## config.mk

```make
export PLATFORM = sky130hd
export DESIGN_NAME = csv_record_splitter_top
export DESIGN_NICKNAME = d
export VERILOG_FILES = /design/src/hw/rtl/csv_rs_pkg.sv /design/src/hw/rtl/csv_record_splitter_top.sv
export SDC_FILE = /design/constraint.sdc
export NUM_CORES = 1
export LEC_CHECK = 0
export ABC_AREA = 1
export CORE_ASPECT_RATIO = 1.25
export CORE_UTILIZATION = 40
export DETAILED_ROUTE_END_ITERATION = 10
export DONT_BUFFER_PORTS = 1
export PLACE_DENSITY_LB_ADDON = 0.3
export SETUP_SLACK_MARGIN = 0.1
export SLEW_MARGIN = 20
export SYNTH_ARGS = -nofsm -noshare
export SYNTH_HDL_FRONTEND = slang
export SYNTH_SLANG_ARGS = --single-unit
```

## constraint.sdc

```tcl
create_clock -name clk_i -period 3.39 [get_ports clk_i]
set_clock_uncertainty 0.05 [all_clocks]
set_input_delay 0.339 -clock clk_i [delete_from_list [all_inputs] [get_ports clk_i]]
set_output_delay 0.339 -clock clk_i [all_outputs]
set_load 0.03 [all_outputs]
```

## src/hw/rtl/csv_rs_pkg.sv

```systemverilog
`timescale 1ns / 1ps

package csv_rs_pkg;

  localparam logic [7:0] NlByte    = 8'd10;
  localparam logic [7:0] QuoteByte = 8'd34;

  localparam logic [7:0]  SepReset    = 8'd44;
  localparam logic [15:0] MaxLenReset = 16'd4096;

  localparam logic CfgSeparator = 1'b0;
  localparam logic CfgMaxLength = 1'b1;

  typedef enum logic [1:0] {
    StOk         = 2'd0,
    StTooLong    = 2'd1,
    StMismatch   = 2'd2,
    StUntermRec  = 2'd3
  } status_e;

  typedef struct packed {
    logic [7:0]  chr;
    logic        is_end;
    status_e     status;
    logic [31:0] line;
    logic [15:0] len;
    logic        last;
  } res_t;

endpackage

```

## src/hw/rtl/csv_record_splitter_top.sv

```systemverilog
`timescale 1ns / 1ps

// channel   direction  handshake                   payload
// s_axis    in         s_axis_tvalid/tready        tdata: in_char; tuser: end_of_stream
// m_axis    out        m_axis_tvalid/tready        tdata/tuser/tlast: one result each
// cfg       in         cfg_valid/cfg_ready         cfg_index, cfg_data
//
// The held byte is judged in the cycle the next item is accepted; results sit in the output
// buffer from the next cycle on, so one item per cycle is taken while the receiver takes results.
// An end-of-stream item may give two results and then holds the input until the receiver
// has taken the first of them.
// s_axis_tready follows m_axis_tready through the two-entry output buffer.
// Reset clears the held byte, the quote flag and both counters, and sets the line-start flag.
module csv_record_splitter_top
  import csv_rs_pkg::*;
#(
  parameter int LINE_COUNT_WIDTH = 32
) (
  input  logic        clk_i,
  input  logic        rst_ni,
  input  logic        s_axis_tvalid,
  output logic        s_axis_tready,
  input  logic [7:0]  s_axis_tdata,   // [7:0] in_char
  input  logic        s_axis_tuser,   // [0] end_of_stream
  output logic        m_axis_tvalid,
  input  logic        m_axis_tready,
  output logic [55:0] m_axis_tdata,   // [7:0] out_char, [39:8] line_number,
                                      // [55:40] record_length
  output logic [2:0]  m_axis_tuser,   // [0] is_record_end, [2:1] status
  output logic        m_axis_tlast,
  input  logic        cfg_valid_i,
  output logic        cfg_ready_o,
  input  logic        cfg_index_i,
  input  logic [15:0] cfg_data_i
);

  localparam logic [LINE_COUNT_WIDTH-1:0] LineMax = '1;

  logic [7:0]                  sep_q;
  logic [15:0]                 max_len_q;
  logic [7:0]                  hchar_q, hchar_d;
  logic                        held_q, held_d;
  logic                        quoted_q, quoted_d;
  logic                        start_q, start_d;
  logic                        swallow_q, swallow_d;
  logic [LINE_COUNT_WIDTH-1:0] nl_q, nl_d;
  logic [15:0]                 len_q, len_d;

  res_t       res0_q, res1_q, res0_d, res1_d;
  logic [1:0] cnt_q, n_d;

  logic        in_acc, out_acc, eos, ended;
  logic        is_nl, is_q, la_q, la_sepnl;
  logic [63:0] nl_ext;
  logic [31:0] line_sat;

  assign eos      = s_axis_tuser;
  assign out_acc  = m_axis_tvalid && m_axis_tready;
  assign s_axis_tready = (cnt_q == 2'd0) || ((cnt_q == 2'd1) && m_axis_tready);
  assign in_acc   = s_axis_tvalid && s_axis_tready;
  assign cfg_ready_o = 1'b1;

  assign is_nl    = (hchar_q == NlByte);
  assign is_q     = (hchar_q == QuoteByte);
  assign la_q     = !eos && (s_axis_tdata == QuoteByte);
  assign la_sepnl = !eos && ((s_axis_tdata == sep_q) || (s_axis_tdata == NlByte));

  assign nl_d     = (held_q && !swallow_q && is_nl && (nl_q != LineMax)) ?
                    nl_q + 1'b1 : nl_q;
  assign nl_ext   = 64'(nl_d);
  assign line_sat = (nl_ext > 64'hFFFF_FFFF) ? 32'hFFFF_FFFF : nl_ext[31:0];

  always_comb begin
    hchar_d   = hchar_q;
    held_d    = held_q;
    quoted_d  = quoted_q;
    start_d   = start_q;
    swallow_d = swallow_q;
    len_d     = len_q;
    res0_d    = '0;
    res1_d    = '0;
    n_d       = 2'd0;
    ended     = 1'b0;

    if (held_q) begin
      n_d = 2'd1;
      if (!swallow_q && is_nl && !quoted_q) begin
        res0_d.is_end = 1'b1;
        res0_d.status = (len_q > max_len_q) ? StTooLong : StOk;
        res0_d.line   = line_sat;
        res0_d.len    = len_q;
        quoted_d = 1'b0;
        start_d  = 1'b1;
        len_d    = '0;
        ended    = 1'b1;
      end else begin
        len_d       = (len_q != 16'hFFFF) ? len_q + 16'd1 : len_q;
        res0_d.chr  = hchar_q;
        res0_d.line = line_sat;
        res0_d.len  = len_d;
        if (swallow_q) begin
          swallow_d = 1'b0;
        end else if (start_q && is_q) begin
          start_d  = 1'b0;
          quoted_d = 1'b1;
        end else if (is_q && la_q && quoted_q) begin
          swallow_d = 1'b1;
        end else if (is_q && la_sepnl) begin
          quoted_d = 1'b0;
        end else if ((hchar_q == sep_q) && !quoted_q) begin
          if (la_q) begin
            quoted_d  = 1'b1;
            start_d   = 1'b0;
            swallow_d = 1'b1;
          end
        end else begin
          start_d = 1'b0;
        end
      end
    end

    if (!eos) begin
      hchar_d = s_axis_tdata;
      held_d  = 1'b1;
      if (!held_q) begin
        swallow_d = 1'b0;
      end
    end else begin
      hchar_d   = '0;
      held_d    = 1'b0;
      swallow_d = 1'b0;
      if (!ended && ((len_d != 16'd0) || quoted_d)) begin
        if (held_q) begin
          res1_d.is_end = 1'b1;
          res1_d.status = quoted_d ? StMismatch : StUntermRec;
          res1_d.line   = line_sat;
          res1_d.len    = len_d;
        end else begin
          res0_d.is_end = 1'b1;
          res0_d.status = quoted_d ? StMismatch : StUntermRec;
          res0_d.line   = line_sat;
          res0_d.len    = len_d;
        end
        n_d      = n_d + 2'd1;
        quoted_d = 1'b0;
        start_d  = 1'b1;
        len_d    = '0;
      end
    end

    if (n_d == 2'd1) begin
      res0_d.last = 1'b1;
    end
    if (n_d == 2'd2) begin
      res1_d.last = 1'b1;
    end
  end

  always_ff @(posedge clk_i or negedge rst_ni) begin
    if (!rst_ni) begin
      sep_q     <= SepReset;
      max_len_q <= MaxLenReset;
      hchar_q   <= '0;
      held_q    <= 1'b0;
      quoted_q  <= 1'b0;
      start_q   <= 1'b1;
      swallow_q <= 1'b0;
      nl_q      <= '0;
      len_q     <= '0;
      cnt_q     <= 2'd0;
    end else begin
      if (cfg_valid_i) begin
        case (cfg_index_i)
          CfgSeparator: sep_q     <= cfg_data_i[7:0];
          CfgMaxLength: max_len_q <= cfg_data_i;
          default: ;
        endcase
      end
      if (in_acc) begin
        hchar_q   <= hchar_d;
        held_q    <= held_d;
        quoted_q  <= quoted_d;
        start_q   <= start_d;
        swallow_q <= swallow_d;
        nl_q      <= nl_d;
        len_q     <= len_d;
        cnt_q     <= n_d;
      end else if (out_acc) begin
        cnt_q <= cnt_q - 2'd1;
      end
    end
  end

  always_ff @(posedge clk_i) begin
    if (in_acc) begin
      res0_q <= res0_d;
      res1_q <= res1_d;
    end else if (out_acc) begin
      res0_q <= res1_q;
    end
  end

  assign m_axis_tvalid = (cnt_q != 2'd0);
  assign m_axis_tdata  = {res0_q.len, res0_q.line, res0_q.chr};
  assign m_axis_tuser  = {res0_q.status, res0_q.is_end};
  assign m_axis_tlast  = res0_q.last;

endmodule

```

==> impl_metrics.csv, run 1 <==
group,metric,value,unit
worst_setup_path,crit_type,"register to register",
synthesis,synth_fa_ha_area_share,2.58,%
hold_path,hold_class,"primary input to register",
layout,areaGrowthSynthToFinish,13.0,%
synthesis,synth_mux_area_share,0.0939,%
worst_setup_path,end_kind,"register",
floorplan,die_area,27300,um2
synthesis,syn_inst,1284,
worst_setup_path,rr_endpoint,"cnt_q[0]",
grt,grt_use_total,20.7,%
worst_setup_path,slowest_stage,"dfrtp_1",
pwr,p_clk_share,20.3,%
timing,finalCritPeriodShare,87.9,%
timing,worst_pin_slew,0.840,ns
synthesis,syn-mean-instance-area,8.30,um2
flow_run,cap_violations,0,
worst_setup_path,crit_path_max_incr_delay,0.51,ns
synthesis,synth_commonest_cells,"nand2_1 (367), nor2_1 (173), inv_1 (122)",
timing,hold_viol,0,
routing,first_iter_violations,546,
cts,cts_buffers,17,
placement,gp_congestion,0.900,
pwr,leakage,5.03,nW
pwr,ir_worst_vdd,0.400,mV
cts,insertion_delay,0.46,ns
synthesis,yosysTopAreaCellShare,31.6,%
worst_setup_path,cp_max_fo,7,
cts,clk_pin_slew,0.08,ns
synthesis,async_flop_share,43.4,%
worst_setup_path,worst-path-buf-inv,0,
grt,grt_max_degree,96,
synthesis,synth-simple-area-share,25.4,%
worst_setup_path,critPathRequiredTime,3.70,ns
routing,drc,0,
routing,route.detailed.wl_per_inst,16.0,um
routing,vias_per_cell,5.11,
cts,cts_tree,"done",
routing,drt-total-wl,26600,um
worst_setup_path,crit_chain,"nand2_1, nor2_1, nand4_1, nand2_1, nand2_1, nand2_1, nand2_1, nor2_1, nand2_1, nor2_2, nand3_2, ha_1, o21ai_1, nand2_1, o21ai_0, nand2_1, o21ai_0",
synthesis,syn_area,10700,um2
placement,io_buffers,0,
synthesis,synth_top_family_by_area,"simple AND/OR/NAND/NOR gates",
grt,grt_pass1_wl,43600,um
worst_setup_path,cp_top_family,"simple AND/OR/NAND/NOR gates",
hold_path,min_from,"cfg_data_i[9]",
pwr,comb_power_share,32.9,%
routing,vias,8498,
cts,clkSinkCount,198,
synthesis,ys_types,41,
timing,setup_viol,0,
synthesis,synth_edf_count,112,
floorplan,die_h,184,um
pwr,switchingPower,0.00457,W
pwr,switching_share,42.9,%
hold_path,hold_path_depth,2,
pwr,seqPwrFrac,46.8,%
worst_setup_path,rr_startpoint,"len_q[8]",
synthesis,ys_warn_count,0,
worst_setup_path,cp_common_cell,"nand2_1",
worst_setup_path,critPathLaunchType,"register",
grt,first_global_vias,8315,
timing,slew_headroom,43.8,%
layout,nFillCells,2628,
grt,overflow,0,
cts,clockRootBuffer,"clkbuf_16",
floorplan,core-area,26100,um2
grt,grt-busiest-layer,"met2",
routing,firstDrtPassIters,5,
worst_setup_path,worstRegToRegCells,17,
cts,cts.path.max_buffers,2,
synthesis,syn-num-nets,1337,
synthesis,yosysMostFrequentCell,"nand2_1",
floorplan,boundaryPins,94,
synthesis,ys_seq_elements,198,
routing,antenna_left,0,
layout,fin_util,46.2,%
timing,setup_tns,0,ns
floorplan,rows,66,
synthesis,ys.flop_type,"edfxtp_1",
layout,nets,1363,
grt,use_met2,36.9,%
synthesis,ys_top_cells_by_area,"edfxtp_1 (32%), dfrtp_1 (19%), nand2_1 (13%)",
layout,drive_gt1_share,8.99,%
run_status,status,"finished clean",
synthesis,synth-seq-area-share,51.8,%
timing,grt_setup_unrepaired,"no",
synthesis,synth_xor_area_share,3.62,%
grt,use_met1,23.6,%
placement,hpwl,19200,um
floorplan,fp.dieW,148,um
pwr,intPower,0.00608,W
synthesis,synth_compound_area_share,9.34,%
floorplan,start_util,40.8,%
hold_path,min_to,"max_len_q[9]",
grt,grt_use_met3,3.81,%
timing,final_max_slew_viol_count,0,
cts,cts_setup_buffers,0,
grt,antenna_found_initial,0,
pwr,p_per_area,884,nW/um2
timing,fin_crit,2.98,ns
layout,insertedDiodeCount,0,
cts,htreeDepth,4,
timing,timing.fmax,336,MHz
worst_setup_path,arrival,3.29,ns
worst_setup_path,r2r_slack,0.41,ns
synthesis,synth_top_area_cell,"edfxtp_1",
-- cell type report --
| type | count | area [um2] | area share [%] |
|---|---|---|---|
| Clock buffer | 21 | 482 | 4.00 |
| Timing Repair Buffer | 55 | 546 | 4.53 |
| Multi-Input combinational cell | 897 | 4390 | 36.5 |
| Clock inverter | 11 | 143 | 1.18 |
| Sequential cell | 198 | 5520 | 45.9 |
| Tap cell | 340 | 425 | 3.53 |
| Inverter | 141 | 532 | 4.42 |
-- what timing repair did --
action                                  4_1_cts  5_1_grt
resized for setup                             0        6
endpoints found under the setup margin        0       86
hold buffers                                 16        0
hold endpoints to repair                    104        0
-- metrics by stage --
stage | cell area, um2 | hold WS (ns) | total power (W) | setup slack, ns | std cells
finish | 12000 | 0.00575 | 0.0106 | 0.410 | 1663
detailed placement | 11200 | -0.000904 | 0.00851 | 0.192 | 1615
global placement | 11200 | -0.00107 | 0.00842 | 0.316 | 1615
CTS | 12000 | 0.00103 | 0.0107 | 0.181 | 1663
floorplan | 10700 | -0.00659 | 0.00726 | 0.318 | 1284
global route | 12000 | 0.0146 | 0.0114 | 0.146 | 1663
-- power by group through the flow --
stage | Sequential [W] | Combinational (W) | Clock [W]
4_1_cts | 0.00501 | 0.00352 | 0.00220
5_1_grt | 0.00510 | 0.00396 | 0.00229
3_3_place_gp | 0.00503 | 0.00338 | 0
2_1_floorplan | 0.00481 | 0.00245 | 0
3_5_place_dp | 0.00505 | 0.00346 | 0
6_report | 0.00498 | 0.00350 | 0.00217
-- layer usage --
metal / routed length, um / vias to the layer above
li1: - / 4251
met1: 11000 / 3989
met2: 13700 / 198
met3: 824 / 60
met4: 1040 / 0
met5: 0 / -
-- sequential cells by signal, indices dropped and copies added, names as in the netlist --
register      cells
swallow_q         1
cnt_q             2
start_q           1
res1_q           52
m_axis_tlast      1
len_q            16
hchar_q           8
nl_q             32
quoted_q          1
m_axis_tuser      3
max_len_q        16
m_axis_tdata     56
held_q            1
sep_q             8
-- cells in the final DEF (no fill, tap or decap), types with 4 or more instances in the layout --
master	Yosys	routed
o21bai_1	26	26
o221ai_1	11	11
o21ai_1	6	7
o22ai_1	6	6
o21ai_0	83	82
xor2_1	29	29
clkbuf_16	0	18
buf_12	0	6
nor4_1	6	6
dfstp_2	5	5
edfxtp_1	112	112
nand3_1	46	46
nor3_1	24	24
buf_4	1	33
clkinv_1	3	4
ha_1	22	21
inv_1	122	122
xnor2_1	15	15
nor2_2	11	13
a21oi_1	22	22
dfrtp_1	81	79
a31oi_1	5	5
nand2_1	367	365
inv_2	16	16
dlygate4sd3_1	0	15
nand2_2	5	6
nand4_1	23	23
nor2_1	173	171
-- logic make-up (layout without fill, tap and decap cells) --
kind of cell,after synthesis,after routing
flip-flops,198,198
buffers and inverters,189,228
other,1,1
adder cells (fa/ha/maj),22,22
AO/OA/AOI/OAI,169,169
multiplexers,1,1
XOR/XNOR,44,44
AND/OR/NAND/NOR,660,660
-- worst reg2reg max path, delay by kind of cell, from the launching register on --
kind / cells / cell delay, ns
and+or+nand+nor: 13 / 1.65
AOI/OAI and AO/OA: 3 / 0.38
DFF: 1 / 0.51
adders and majority gates: 1 / 0.30
-- how the worst max path moves through the flow --
stage                     startpoint   endpoint  cells after the start  slack [ns]
after floorplan             cnt_q[0]  res1_q[0]                      8        0.32
after global placement      len_q[1]   cnt_q[0]                     20        0.32
after detailed placement    len_q[0]   cnt_q[0]                     20        0.19
after CTS                   len_q[1]   cnt_q[0]                     20        0.18
after global routing        len_q[0]   cnt_q[0]                     19        0.15
final                       len_q[8]   cnt_q[0]                     17        0.41
(Power assumes the default switching activity.)
==> inputs of run 2 (changes only) <==
- ABC_AREA: 1 -> not set
- clock period: 3.39 -> 3.6 ns (I/O delays scaled with it)
==> run 2 against run 1 <==
Sequential cell count stayed put. Synthesized cell count down 18%. Clock power fell by 12%. First-iteration DRC count increased by 0.73%. Synthesized area up 0.34%. Critical endpoint unchanged. Largest power group is now combinational cells. Setup slack worse by 0.36 ns. Count of clock-buffer cells in the layout down 4. Non-clock buffer count rose by 80. Cell area grew 8.2%. Die area is 0.34% higher.
==> impl_metrics.csv, run 2 <==
group,metric,value,unit
floorplan,boundaryPins,94,
placement,gp_congestion,0.935,
synthesis,ys_top_cells_by_area,"edfxtp_1 (31%), dfrtp_1 (19%), xnor2_1 (4.3%)",
pwr,ir_worst_vdd,0.408,mV
worst_setup_path,critPathRequiredTime,3.85,ns
pwr,p_clk_share,18.0,%
layout,drive_gt1_share,20.8,%
hold_path,hold_path_depth,2,
worst_setup_path,path_depth,11,
worst_setup_path,cp_max_fo,3,
pwr,power,0.0106,W
placement,io_buffers,0,
cts,clk_pin_slew,0.07,ns
pwr,switchingPower,0.00452,W
hold_path,hold_class,"primary input to register",
synthesis,yosysTopAreaCellShare,31.5,%
pwr,seqPwrFrac,37.9,%
cts,cts_tree,"done",
layout,nFillCells,2352,
synthesis,ys_seq_elements,198,
synthesis,ys.flop_type,"edfxtp_1",
floorplan,start_util,40.8,%
grt,antenna_found_initial,0,
timing,setup_viol,0,
synthesis,ys_types,74,
layout,insertedDiodeCount,0,
timing,final_max_slew_viol_count,0,
routing,route.detailed.wl_per_inst,21.0,um
synthesis,yosysMostFrequentCell,"edfxtp_1",
synthesis,syn_area,10700,um2
worst_setup_path,cp_top_family,"simple AND/OR/NAND/NOR gates",
cts,cts.path.max_buffers,2,
worst_setup_path,worstRegToRegCells,11,
cts,cts_buffers,17,
routing,drt-total-wl,31100,um
layout,areaGrowthSynthToFinish,21.9,%
synthesis,synth_edf_count,112,
placement,placed_area,11500,um2
floorplan,die_h,185,um
layout,final_cell_area,13000,um2
synthesis,syn_inst,1050,
pwr,comb_power_share,44.1,%
routing,vias_per_cell,5.80,
layout,layout_commonest_cell,"edfxtp_1",
synthesis,ys_warn_count,0,
floorplan,die_area,27400,um2
synthesis,syn-num-nets,1103,
timing,fin_crit,3.55,ns
timing,hold_viol,0,
cts,htreeDepth,4,
placement,hpwl,20200,um
worst_setup_path,end_kind,"register",
worst_setup_path,crit_type,"register to register",
routing,first_iter_violations,550,
layout,layout_common_cells,"edfxtp_1 (112), nand2_1 (103), buf_4 (96)",
timing,timing.fmax,282,MHz
grt,first_global_vias,8530,
timing,grt_setup_unrepaired,"yes",
timing,finalWorstSetupSlack,0.0484,ns
layout,nets,1182,
worst_setup_path,arrival,3.80,ns
synthesis,syn-mean-instance-area,10.2,um2
worst_setup_path,crit_path_max_incr_delay,0.57,ns
cts,clockRootBuffer,"clkbuf_16",
timing,setup_tns,0,ns
routing,antenna_left,0,
pwr,p_per_area,811,nW/um2
floorplan,core-area,26200,um2
grt,overflow,0,
synthesis,async_flop_share,43.4,%
layout,largest_reg_flops,56,
grt,grt_pass1_wl,47700,um
run_status,status,"finished clean",
floorplan,fp.dieW,148,um
timing,finalCritPeriodShare,98.7,%
routing,drc,0,
cts,clkSinkCount,198,
grt,grt_use_total,22.9,%
routing,vias,8597,
pwr,intPower,0.00604,W
timing,worst_pin_slew,1.02,ns
grt,grt_max_degree,87,
worst_setup_path,worst-path-buf-inv,0,
pwr,leakage,5.13,nW
placement,place_worst_setup_slack,-0.151,ns
worst_setup_path,crit_chain,"or4b_4, or4_4, o311a_1, a311o_1, nor4b_2, and3_1, nand3_2, ha_4, nor2_4, o311ai_1, o21ai_1",
pwr,switching_share,42.8,%
worst_setup_path,critPathLaunchType,"register",
cts,insertion_delay,0.46,ns
floorplan,rows,66,
synthesis,synth-seq-area-share,51.6,%
synthesis,synth_top_area_cell,"edfxtp_1",
flow_run,cap_violations,0,
synthesis,synth_commonest_cells,"edfxtp_1 (112), nand2_1 (104), a21oi_1 (89)",
timing,whs,0.0138,ns
worst_setup_path,slowest_stage,"or4_4",
timing,slew_headroom,31.9,%
routing,firstDrtPassIters,5,
[run 2: cell count changes in the layout (fill, tap and decap cells not counted), moves of 16 or more]
cell / previous run / this run
inv_1: 122 / 30
xnor2_1: 15 / 53
nor2_1: 171 / 63
buf_4: 33 / 96
nand2_1: 365 / 103
mux2i_1: 1 / 17
o21ai_0: 82 / 40
mux2_2: 0 / 26
and3_1: 0 / 39
o21bai_1: 26 / 1
nand3_1: 46 / 28
a21oi_1: 22 / 82
[run 2: cells by family (layout without fill, tap and decap cells)]
kind of cell             Yosys count  count (layout)  share of synthesized area (%)
multiplexers                      44              44                           4.42
adder cells (fa/ha/maj)           22              22                           2.57
other                              1               1                         0.0351
AO/OA/AOI/OAI                    212             212                           12.2
buffers and inverters            108             200                           4.26
XOR/XNOR                          78              78                           6.39
AND/OR/NAND/NOR                  387             387                           18.4
flip-flops                       198             198                           51.6
[run 2: what timing repair did]
| action | in CTS | in global routing |
|---|---|---|
| endpoints found under the setup margin | 106 | 107 |
| buffers inserted | 16 | 4 |
| pin swaps | 9 | 24 |
| resized for setup | 14 | 57 |
| endpoints found under the hold margin | 116 | 0 |
| hold buffers | 23 | 0 |
| gates cloned | 1 | 6 |
[run 2: final cells by class]
type	instances	area [um2]	area share, %
well taps	340	425	3.26
multi-input cells	744	5090	39.1
clock buffers	17	425	3.26
flip-flops and latches	198	5520	42.4
inverters	33	126	0.970
repair buffers	135	1290	9.93
clock inverters	15	146	1.12
[run 2: worst paths after layout]
check	startpoint	to	slack [ns]
min	s_axis_tdata[6]	hchar_q[6]	0.01
max in group asynchronous	rst_ni	max_len_q[12]	2.63
max reg2reg	hchar_q[5]	cnt_q[0]	0.05
min reg2reg	nl_q[24]	nl_q[24]	0.46
min in group asynchronous	rst_ni	nl_q[20]	0.51
max	hchar_q[5]	cnt_q[0]	0.05
[run 2: power groups by stage]
| stage | sequential, W | combinational [W] | clock (W) |
|---|---|---|---|
| after detailed placement | 0.00405 | 0.00344 | 0 |
| after CTS | 0.00402 | 0.00391 | 0.00194 |
| after global routing | 0.00406 | 0.00500 | 0.00202 |
| final | 0.00400 | 0.00465 | 0.00190 |
| after global placement | 0.00405 | 0.00341 | 0 |
| after floorplan | 0.00397 | 0.00217 | 0 |
[run 2: stage by stage]
stage	utilization (%)	std cells
after floorplan	-	1050
after global placement	44.1	1400
after detailed placement	44.1	1400
after CTS	48.1	1472
after global routing	49.8	1482
final	49.8	1482
[run 2: worst reg2reg max path: cells and delay by family, from the launching register on]
| kind | cells | cell delay (ns) |
|---|---|---|
| and+or+nand+nor | 6 | 1.87 |
| DFF | 1 | 0.38 |
| AOI/OAI and AO/OA | 4 | 0.79 |
| adders and majority gates | 1 | 0.33 |
[run 2: per-layer routing]
metal,part of all wire [%],global-route usage [%]
met1,41,27.5
met2,51,40.6
met3,4.1,3.45
met4,3.3,9.48
met5,0,0
